==> src/sv/jse_pkg.sv <==
// Shared types, character codes and helpers for the JSON string escaper.
// No dependencies; imported by every module of the block.
`timescale 1ns / 1ps

package jse_pkg;

  localparam int MaxChars = 8;
  localparam int BodyChars = 6;
  localparam int CntW = $clog2(MaxChars + 1);
  localparam int IdxW = $clog2(MaxChars);
  localparam int BodyW = $clog2(BodyChars + 1);

  localparam logic [7:0] CharQuote  = 8'h22;
  localparam logic [7:0] CharBslash = 8'h5C;
  localparam logic [7:0] CharLf     = 8'h0A;
  localparam logic [7:0] CharCr     = 8'h0D;
  localparam logic [7:0] CharTab    = 8'h09;
  localparam logic [7:0] CharN      = 8'h6E;
  localparam logic [7:0] CharR      = 8'h72;
  localparam logic [7:0] CharT      = 8'h74;
  localparam logic [7:0] CharU      = 8'h75;
  localparam logic [7:0] CharZero   = 8'h30;
  localparam logic [7:0] CtrlLimit  = 8'h20;
  localparam logic [7:0] HighStart  = 8'h7F;
  localparam logic [7:0] HexAlphaBase = 8'h57;

  typedef enum logic [1:0] {
    ESC_NONE,
    ESC_PLAIN,
    ESC_PAIR,
    ESC_HEX
  } esc_class_e;

  typedef struct packed {
    logic [7:0] data;
    logic       starts;
    logic       ends;
    esc_class_e cls;
    logic [7:0] pair_char;
  } cls_word_t;

  typedef struct packed {
    logic [MaxChars-1:0][7:0] chars;
    logic [CntW-1:0]          count;
  } run_t;

  function automatic logic [7:0] hex_digit(input logic [3:0] nib);
    logic [7:0] base;
    base = (nib < 4'd10) ? CharZero : HexAlphaBase;
    return {4'b0000, nib} + base;
  endfunction

endpackage

==> src/sv/jse_classify.sv <==
// Classify stage: decide the escape form of each input byte and register it.
// Depends on jse_pkg.
`timescale 1ns / 1ps

module jse_classify import jse_pkg::*; (
  input  logic      clk_i,
  input  logic      rst_ni,
  input  logic      in_valid_i,
  output logic      in_stall_o,
  input  logic [7:0] data_byte_i,
  input  logic      starts_string_i,
  input  logic      ends_string_i,
  input  logic      no_data_i,
  output logic      cls_valid_o,
  input  logic      cls_stall_i,
  output cls_word_t cls_word_o
);

  logic      valid_q;
  cls_word_t word_q, word_d;
  logic      load;

  assign in_stall_o = valid_q && cls_stall_i;
  assign load = !in_stall_o;

  always_comb begin
    word_d.data = data_byte_i;
    word_d.starts = starts_string_i;
    word_d.ends = ends_string_i;
    word_d.pair_char = data_byte_i;
    if (no_data_i) begin
      word_d.cls = ESC_NONE;
    end else if (data_byte_i == CharQuote || data_byte_i == CharBslash) begin
      word_d.cls = ESC_PAIR;
    end else if (data_byte_i == CharLf) begin
      word_d.cls = ESC_PAIR;
      word_d.pair_char = CharN;
    end else if (data_byte_i == CharCr) begin
      word_d.cls = ESC_PAIR;
      word_d.pair_char = CharR;
    end else if (data_byte_i == CharTab) begin
      word_d.cls = ESC_PAIR;
      word_d.pair_char = CharT;
    end else if (data_byte_i < CtrlLimit || data_byte_i >= HighStart) begin
      word_d.cls = ESC_HEX;
    end else begin
      word_d.cls = ESC_PLAIN;
    end
  end

  always_ff @(posedge clk_i or negedge rst_ni) begin
    if (!rst_ni) begin
      valid_q <= 1'b0;
    end else if (load) begin
      valid_q <= in_valid_i;
    end
  end

  always_ff @(posedge clk_i) begin
    if (load && in_valid_i) begin
      word_q <= word_d;
    end
  end

  assign cls_valid_o = valid_q;
  assign cls_word_o = word_q;

endmodule

==> src/sv/jse_expand.sv <==
// Expand stage: lay out the quotes and escape sequence of one word as a run of characters.
// Depends on jse_pkg; fed by jse_classify.
`timescale 1ns / 1ps

module jse_expand import jse_pkg::*; (
  input  logic      clk_i,
  input  logic      rst_ni,
  input  logic      cls_valid_i,
  output logic      cls_stall_o,
  input  cls_word_t cls_word_i,
  output logic      run_valid_o,
  input  logic      run_stall_i,
  output run_t      run_o
);

  logic valid_q;
  run_t run_q, run_d;
  logic load;

  assign cls_stall_o = valid_q && run_stall_i;
  assign load = !cls_stall_o;

  always_comb begin
    logic [BodyChars-1:0][7:0] body;
    logic [BodyW-1:0]          blen;
    logic [IdxW-1:0]           pos;
    body = {BodyChars{CharBslash}};
    blen = '0;
    unique case (cls_word_i.cls)
      ESC_NONE: begin
        blen = BodyW'(0);
      end
      ESC_PLAIN: begin
        body[0] = cls_word_i.data;
        blen = BodyW'(1);
      end
      ESC_PAIR: begin
        body[1] = cls_word_i.pair_char;
        blen = BodyW'(2);
      end
      ESC_HEX: begin
        body[1] = CharU;
        body[2] = CharZero;
        body[3] = CharZero;
        body[4] = hex_digit(cls_word_i.data[7:4]);
        body[5] = hex_digit(cls_word_i.data[3:0]);
        blen = BodyW'(BodyChars);
      end
      default: begin
        blen = '0;
      end
    endcase
    for (int i = 0; i < MaxChars; i++) begin
      pos = IdxW'(i) - IdxW'(cls_word_i.starts);
      if (cls_word_i.starts && i == 0) begin
        run_d.chars[i] = CharQuote;
      end else if ({1'b0, pos} < CntW'(blen)) begin
        run_d.chars[i] = body[pos];
      end else begin
        run_d.chars[i] = CharQuote;
      end
    end
    run_d.count = CntW'(cls_word_i.starts) + CntW'(blen) + CntW'(cls_word_i.ends);
  end

  always_ff @(posedge clk_i or negedge rst_ni) begin
    if (!rst_ni) begin
      valid_q <= 1'b0;
    end else if (load) begin
      valid_q <= cls_valid_i && (run_d.count != '0);
    end
  end

  always_ff @(posedge clk_i) begin
    if (load && cls_valid_i) begin
      run_q <= run_d;
    end
  end

  assign run_valid_o = valid_q;
  assign run_o = run_q;

endmodule

==> src/sv/jse_serialise.sv <==
// Serialiser: hold one run; send one char per cycle unless stalled, via an output register.
// Depends on jse_pkg; fed by jse_expand.
`timescale 1ns / 1ps

module jse_serialise import jse_pkg::*; (
  input  logic       clk_i,
  input  logic       rst_ni,
  input  logic       run_valid_i,
  output logic       run_stall_o,
  input  run_t       run_i,
  output logic       out_valid_o,
  input  logic       out_stall_i,
  output logic [7:0] out_char_o,
  output logic       last_of_run_o
);

  logic            buf_valid_q, buf_valid_d;
  run_t            buf_q;
  logic [IdxW-1:0] idx_q, idx_d;
  logic            out_valid_q, out_valid_d;
  logic [7:0]      out_char_q;
  logic            out_last_q;
  logic            out_free, emit, is_last, buf_take;

  assign out_free = !out_valid_q || !out_stall_i;
  assign emit = buf_valid_q && out_free;
  assign is_last = (({1'b0, idx_q}) + CntW'(1)) == buf_q.count;
  assign buf_take = !buf_valid_q || (emit && is_last);
  assign run_stall_o = !buf_take;

  always_comb begin
    buf_valid_d = buf_valid_q;
    idx_d = idx_q;
    out_valid_d = out_valid_q && out_stall_i;
    if (emit) begin
      out_valid_d = 1'b1;
      idx_d = is_last ? '0 : idx_q + IdxW'(1);
    end
    if (buf_take) begin
      buf_valid_d = run_valid_i;
    end
  end

  always_ff @(posedge clk_i or negedge rst_ni) begin
    if (!rst_ni) begin
      buf_valid_q <= 1'b0;
      idx_q <= '0;
      out_valid_q <= 1'b0;
    end else begin
      buf_valid_q <= buf_valid_d;
      idx_q <= idx_d;
      out_valid_q <= out_valid_d;
    end
  end

  always_ff @(posedge clk_i) begin
    if (buf_take && run_valid_i) begin
      buf_q <= run_i;
    end
    if (emit) begin
      out_char_q <= buf_q.chars[idx_q];
      out_last_q <= is_last;
    end
  end

  assign out_valid_o = out_valid_q;
  assign out_char_o = out_char_q;
  assign last_of_run_o = out_last_q;

`ifndef SYNTHESIS
  a_idx_in_run: assert property (@(posedge clk_i) disable iff (!rst_ni)
    buf_valid_q |-> (buf_q.count != '0) && ({1'b0, idx_q} < buf_q.count))
    else $error("run index outside run");

  a_run_held: assert property (@(posedge clk_i) disable iff (!rst_ni)
    emit && !is_last |=> buf_valid_q && (idx_q == $past(idx_q) + IdxW'(1)))
    else $error("run dropped before its last character");

  a_idx_idle: assert property (@(posedge clk_i) disable iff (!rst_ni)
    !buf_valid_q |-> idx_q == '0)
    else $error("index not cleared between runs");

  a_emit_fills_out: assert property (@(posedge clk_i) disable iff (!rst_ni)
    emit |=> out_valid_o && (last_of_run_o == $past(is_last)))
    else $error("emitted character missing at output");
`endif

endmodule

==> src/sv/json_string_escaper.sv <==
// Top level of the JSON string escaper: classify, expand and serialise stages.
// Depends on jse_pkg, jse_classify, jse_expand and jse_serialise.
`timescale 1ns / 1ps

// Escapes raw string bytes into JSON string characters, one input word per byte
// with start and end flags that add the enclosing quotes. Each word becomes 0 to 8
// output characters; last_of_run_o marks the final character of each word, and a
// word with no_data set and no flags yields nothing. The output runs at one
// character per cycle unless out_stall_i holds it; an input word is taken every cycle
// while the output is not stalled and each word expands to at most one character;
// otherwise a longer word occupies the serialiser until its last character is sent,
// and stall is raised back up the pipe meanwhile. Each word passes through the
// classify, expand and run buffer registers, then the output register.
// Stateless between words; no configuration.

module json_string_escaper import jse_pkg::*; (
  input  logic       clk_i,
  input  logic       rst_ni,
  input  logic       in_valid_i,
  output logic       in_stall_o,
  input  logic [7:0] data_byte_i,
  input  logic       starts_string_i,
  input  logic       ends_string_i,
  input  logic       no_data_i,
  output logic       out_valid_o,
  input  logic       out_stall_i,
  output logic [7:0] out_char_o,
  output logic       last_of_run_o
);

  logic      cls_valid, cls_stall;
  cls_word_t cls_word;
  logic      run_valid, run_stall;
  run_t      run;

  jse_classify u_classify (
    .clk_i           (clk_i),
    .rst_ni          (rst_ni),
    .in_valid_i      (in_valid_i),
    .in_stall_o      (in_stall_o),
    .data_byte_i     (data_byte_i),
    .starts_string_i (starts_string_i),
    .ends_string_i   (ends_string_i),
    .no_data_i       (no_data_i),
    .cls_valid_o     (cls_valid),
    .cls_stall_i     (cls_stall),
    .cls_word_o      (cls_word)
  );

  jse_expand u_expand (
    .clk_i       (clk_i),
    .rst_ni      (rst_ni),
    .cls_valid_i (cls_valid),
    .cls_stall_o (cls_stall),
    .cls_word_i  (cls_word),
    .run_valid_o (run_valid),
    .run_stall_i (run_stall),
    .run_o       (run)
  );

  jse_serialise u_serialise (
    .clk_i         (clk_i),
    .rst_ni        (rst_ni),
    .run_valid_i   (run_valid),
    .run_stall_o   (run_stall),
    .run_i         (run),
    .out_valid_o   (out_valid_o),
    .out_stall_i   (out_stall_i),
    .out_char_o    (out_char_o),
    .last_of_run_o (last_of_run_o)
  );

endmodule

==> config.mk <==
export PLATFORM = sky130hd
export DESIGN_NAME = json_string_escaper
export DESIGN_NICKNAME = d
export VERILOG_FILES = /design/src/sv/jse_pkg.sv /design/src/sv/jse_classify.sv /design/src/sv/jse_expand.sv /design/src/sv/jse_serialise.sv /design/src/sv/json_string_escaper.sv
export SDC_FILE = /design/constraint.sdc
export NUM_CORES = 1
export LEC_CHECK = 0
export BUFFER_PORTS_ARGS = -buffer_cell sky130_fd_sc_hd__buf_2
export CAP_MARGIN = 0
export CORE_ASPECT_RATIO = 1.25
export CORE_UTILIZATION = 45
export DETAILED_ROUTE_END_ITERATION = 8
export PLACE_DENSITY = 0.61
export SYNTH_ARGS = -nofsm -noshare
export SYNTH_HDL_FRONTEND = slang
export SYNTH_HIERARCHICAL = 1
export SYNTH_SLANG_ARGS = --single-unit
==> constraint.sdc <==
create_clock -name clk_i -period 4.65 [get_ports clk_i]
set_input_delay 0 -clock clk_i [delete_from_list [all_inputs] [get_ports clk_i]]
set_output_delay 0 -clock clk_i [all_outputs]
set_load 0.01 [all_outputs]
==> flow_metrics.env, run 1 <==
export IMPL_cts_tree="yes"
export IMPL_worst_pin_slew_ns=1.03
export IMPL_dp_cells=674
export IMPL_synth_top_cell_area_share_pct=64.8
export IMPL_synth_top_cell_by_area="edfxtp_1"
export IMPL_num_vias=3711
export IMPL_ys_seq_area_share_pct=67.3
export IMPL_r2r_start="u_serialise/idx_q[0]"
export IMPL_start_util_pct=46.4
export IMPL_dr_pass1_iters=5
export IMPL_rsz0062_at_grt="no"
export IMPL_h_tree_depth=4
export IMPL_drt_iter0_markers=232
export IMPL_setup_tns_ns=0
export IMPL_grt_total_usage_pct=16.4
export IMPL_layout_commonest_cell="edfxtp_1"
export IMPL_drc=0
export IMPL_path_max_fanout=22
export IMPL_synth_area_top_cells="edfxtp_1 (65%), mux4_1 (5.3%), dfrtp_1 (2.5%), ha_1 (2.5%), buf_4 (1.7%)"
export IMPL_min_period_ns=3.59
export IMPL_synth_area_sq_um=6990
export IMPL_total_power_mw=4.38
export IMPL_die_x_microns=114
export IMPL_cts_inserted_buffers=17
export IMPL_min_path_type="in -> reg"
export IMPL_ys_ff_latch=158
export IMPL_required_ns=4.69
export IMPL_die_area_sq_um=16000
export IMPL_ys_types=60
export IMPL_synthCells=461
export IMPL_io_buffers=25
export IMPL_hold_viol=0
export IMPL_cts_clk_slew_worst_paths_ns=0.06
export IMPL_coreArea_sq_um=15100
export IMPL_cap_violations=0
export IMPL_postRouteAntennaNets=0
export IMPL_final_cell_mix="edfxtp_1 (151), nand2_1 (28), buf_2 (25)"
export IMPL_grt_max_degree=69
export IMPL_critical_path_class="reg -> reg"
export IMPL_rows=50
export IMPL_fin_crit_sh_pct=77.2
export IMPL_hold_start="ends_string_i"
export IMPL_viasPerCell=5.15
export IMPL_ir_drop_v=0.000254
export IMPL_grt_pass1_wl_microns=19500
export IMPL_outcome="finished clean"
export IMPL_finalSetupViolCount=0
export IMPL_drt_total_wl_microns=11900
export IMPL_pin_count=26
export IMPL_synth_edff_count=151
export IMPL_insertion_delay_ns=0.41
export IMPL_clock_path_buffers=2
export IMPL_synth_ff_type="edfxtp_1"
export IMPL_die_y_microns=141
export IMPL_grt_overflow_total=0
export IMPL_ys_warn_count=6
export IMPL_slew_violations=0
export IMPL_end_kind="register"
export IMPL_root_buffer="clkbuf_16"
export IMPL_worstPathArrival_ns=3.63
export IMPL_max_freq_ghz=0.279
export IMPL_ctsResizeCount=0
export IMPL_wl_per_cell_microns=16.5
export IMPL_gp_congestion=0.877
export IMPL_power_density_nw_per_um2=545
export IMPL_cts_sinks=158
export IMPL_layout_nets=531
export IMPL_crit_start="u_serialise/idx_q[0]"
export IMPL_fin_cells=721
export IMPL_slew_headroom_pct=31.6
export IMPL_start_kind="register"
export IMPL_antenna_found_initial=0
export IMPL_fin_skew_ns=0.00962
export IMPL_num_antenna_cells=0
export IMPL_area_growth_pct=15.0
export IMPL_layout_drive_gt1_share_pct=17.3
export IMPL_dpl_hpwl_microns=8550
export IMPL_avgSynthCellArea_sq_um=15.2
export IMPL_p_leak_nw=2.85
export IMPL_first_global_vias=3726
export IMPL_async_flop_share_pct=4.43
cells in the mapped netlist (all sizes together), types with 2 or more instances:
cell	count
edfxtp	151
o21ai	29
buf	28
nand2	28
nor2	25
a21oi	22
inv	22
mux4	16
ha	14
nor3	10
nand3	9
mux2	8
o21a	8
a21o	7
and2	7
dfrtp	7
and3	6
nor2b	6
clkbuf	5
mux2i	4
nand2b	4
nand4	4
a41o	3
o21bai	3
o22ai	3
xnor2	3
a21boi	2
a31oi	2
conb	2
fa	2
nand3b	2
nor4	2
o211ai	2
xor2	2
where the power goes:
part / total (mW) / internal (mW) / switching [mW]
clock network: 1.54 / 1.02 / 0.523
logic: 0.784 / 0.369 / 0.415
registers: 2.06 / 1.88 / 0.174
per-stage QoR:
stage / worst slack [ns] / instance area [sq um] / hold WS [ns] / utilization (%)
2_1_floorplan: 0.312 / 7040 / -0.296 / -
3_3_place_gp: 1.09 / 7220 / -0.150 / 47.9
3_5_place_dp: 1.03 / 7220 / -0.146 / 47.9
4_1_cts: 0.998 / 8040 / 0.290 / 53.4
5_1_grt: 0.723 / 8040 / 0.294 / 53.4
6_report: 1.06 / 8040 / 0.304 / 53.4
registers in the layout, indices dropped and copies added (netlist names):
| name | cells |
|---|---|
| u_classify/cls_valid_o | 1 |
| u_serialise/out_valid_o | 1 |
| u_serialise/buf_q | 68 |
| u_expand/run_o | 54 |
| u_serialise/last_of_run_o | 1 |
| u_serialise/out_char_o | 8 |
| u_serialise/idx_q | 3 |
| u_classify/cls_word_o | 20 |
| u_serialise/buf_valid_q | 1 |
| u_expand/run_valid_o | 1 |
logic make-up after synthesis:
family	count (synthesis)	synth area share (%)
compound gates	88	7.92
xor+xnor	6	0.948
fa+ha+maj	16	3.08
buf+inv	55	4.47
flops	158	67.3
mux	28	7.76
other cells	2	0.107
simple gates	108	8.37
per-layer routing:
| metal | vias to the layer above | global-route usage [%] | part of all wire, % |
|---|---|---|---|
| met5 | - | 0 | 0 |
| met4 | 0 | 8.52 | 3.0 |
| met3 | 27 | 4.14 | 2.9 |
| met2 | 93 | 28.1 | 52 |
| met1 | 1783 | 18.8 | 42 |
| li1 | 1808 | - | - |
worst paths after layout:
path,end,slack (ns),depth (start not counted)
min in group asynchronous,u_serialise/idx_q[2],0.56,3
min,u_classify/cls_word_o[10],0.30,2
min reg2reg,u_serialise/buf_q[33],0.41,0
max reg2reg,u_classify/cls_word_o[19],1.06,8
max,u_classify/cls_word_o[19],1.06,8
max in group asynchronous,u_expand/run_valid_o,3.81,3
layout make-up:
class                      count  area (sq um)
tap                          208           260
multi-input combinational    259          2020
timing repair buffer          42           290
inverter                      22          82.6
sequential                   158          4710
clock inverter                14           238
clock buffer                  18           439
fill                        1216          7030
worst max-delay path, cell delays in order, from the launching register on:
cell and delay [ns]:
dfrtp_1 1.02, ha_1 0.40, xnor2_1 0.21, o211ai_1 0.18
o21ai_1 0.26, inv_1 0.08, and2_1 0.20, and2_1 0.18
nor2b_2 0.68
repair_timing:
item / CTS / global route
endpoints found under the hold margin: 26 / 0
setup buffers: 0 / 0
hold buffers: 15 / 0
No activity file was read; power rests on OpenSTA's default activity.
==> run 2: changes to the inputs <==
- clock period: 4.65 -> 3.13 ns (I/O delays scaled with it)
==> run 2 against run 1 <==
Sequential power grew 43%; combinational power increased by 70%; critical path depth is the same; worst setup slack worse by 0.48 ns; worst hold slack better by 0.0063 ns; critical endpoint is now u_classify/cls_word_o[18]; largest cell class unchanged.
==> flow_metrics.env, run 2 (synthesis gave the netlist of run 1 again) <==
export IMPL_outcome="finished clean"
export IMPL_rows=50
export IMPL_cts_tree="yes"
export IMPL_worst_pin_slew_ns=0.562
export IMPL_antenna_found_initial=0
export IMPL_wl_per_cell_microns=16.4
export IMPL_regMostFlops="u_serialise/buf_q"
export IMPL_cts_inserted_buffers=17
export IMPL_dr_pass1_iters=5
export IMPL_worstPathArrival_ns=2.64
export IMPL_pin_count=26
export IMPL_clock_path_buffers=2
export IMPL_max_freq_ghz=0.393
export IMPL_postRouteAntennaNets=0
export IMPL_die_x_microns=114
export IMPL_p_leak_nw=2.89
export IMPL_total_power_mw=6.56
export IMPL_dp_cells=680
export IMPL_cts_clk_slew_worst_paths_ns=0.06
export IMPL_cap_violations=0
export IMPL_slew_headroom_pct=62.1
export IMPL_num_vias=3713
export IMPL_fin_crit_sh_pct=81.3
export IMPL_layout_drive_gt1_share_pct=18.3
export IMPL_grt_max_degree=55
export IMPL_drt_iter0_markers=227
export IMPL_area_growth_pct=16.0
export IMPL_required_ns=3.22
export IMPL_rsz0062_at_grt="no"
export IMPL_drt_total_wl_microns=11900
export IMPL_path_max_fanout=20
export IMPL_die_area_sq_um=16000
export IMPL_drc=0
export IMPL_fin_skew_ns=0.0109
export IMPL_dpl_hpwl_microns=8610
export IMPL_h_tree_depth=4
export IMPL_final_cell_mix="edfxtp_1 (151), nand2_1 (28), buf_2 (25)"
export IMPL_largest_reg_flops=68
export IMPL_layout_nets=537
export IMPL_gp_congestion=0.854
export IMPL_fin_cells=727
export IMPL_num_antenna_cells=0
export IMPL_hold_viol=0
export IMPL_end_kind="register"
export IMPL_layout_commonest_cell="edfxtp_1"
export IMPL_grt_overflow_total=0
export IMPL_insertion_delay_ns=0.41
export IMPL_die_y_microns=141
export IMPL_critical_path_class="reg -> reg"
export IMPL_power_density_nw_per_um2=809
export IMPL_ctsResizeCount=0
export IMPL_root_buffer="clkbuf_16"
export IMPL_viasPerCell=5.11
export IMPL_grt_pass1_wl_microns=19000
export IMPL_min_period_ns=2.54
export IMPL_min_path_type="in -> reg"
export IMPL_start_kind="register"
export IMPL_ir_drop_v=0.000361
export IMPL_io_buffers=25
export IMPL_finalSetupViolCount=0
export IMPL_hold_ws_ns=0.311
export IMPL_grt_total_usage_pct=16.0
export IMPL_start_util_pct=46.4
export IMPL_coreArea_sq_um=15100
export IMPL_cts_sinks=158
export IMPL_first_global_vias=3654
export IMPL_slew_violations=0
export IMPL_setup_tns_ns=0
run 2: what timing repair did:
item                                    CTS  global route
hold buffers                             15             0
buffers inserted                          0             0
endpoints found under the setup margin    0             0
hold endpoints to repair                 24             0
run 2: where the power goes:
part / switching [mW] / internal, mW
Sequential: 0.146 / 2.79
Combinational: 0.740 / 0.586
Clock: 0.777 / 1.52
run 2: cell type report:
type,count,area (sq um)
Sequential cell,158,4710
Tap cell,208,260
Timing Repair Buffer,48,360
Clock buffer,18,439
Multi-Input combinational cell,259,2020
Inverter,22,82.6
Clock inverter,14,238
Fill cell,1185,6960
run 2: metal layers:
| metal | wire, microns | part of all wire (%) | track usage [%] | up-vias |
|---|---|---|---|---|
| li1 | - | - | - | 1821 |
| met1 | 5180 | 43 | 18.7 | 1777 |
| met2 | 6190 | 52 | 28.1 | 100 |
| met3 | 341 | 2.9 | 3.72 | 15 |
| met4 | 231 | 1.9 | 6.93 | 0 |
| met5 | 0 | 0 | 0 | - |
run 2: through the flow:
step	util [%]	cell area (sq um)	setup WS, ns
after floorplan	-	7040	0.134
after global placement	48.3	7290	0.607
after detailed placement	48.3	7290	0.596
after CTS	53.8	8110	0.572
after global routing	53.8	8110	0.365
final	53.8	8110	0.586
run 2: final timing paths:
check	endpoint	slack, ns	from	cells past startpoint
worst max-delay path	u_classify/cls_word_o[18]	0.59	u_serialise/idx_q[2]	8
worst min-delay path	u_classify/cls_word_o[10]	0.31	ends_string_i	2
worst max register to register	u_classify/cls_word_o[18]	0.59	u_serialise/idx_q[2]	8
worst min register to register	u_serialise/buf_q[44]	0.41	u_expand/run_o[44]	0
max in group asynchronous	u_classify/cls_valid_o	2.29	rst_ni	3
min in group asynchronous	u_serialise/idx_q[1]	0.57	rst_ni	3
run 2: critical path, cell delays in order (launching register included):
cell      delay [ns]
dfrtp_1         0.55
xnor3_1         0.47
o211ai_1        0.15
o21ai_1         0.26
inv_1           0.06
and2_1          0.19
and2_1          0.18
nor2b_2         0.11
buf_4           0.25
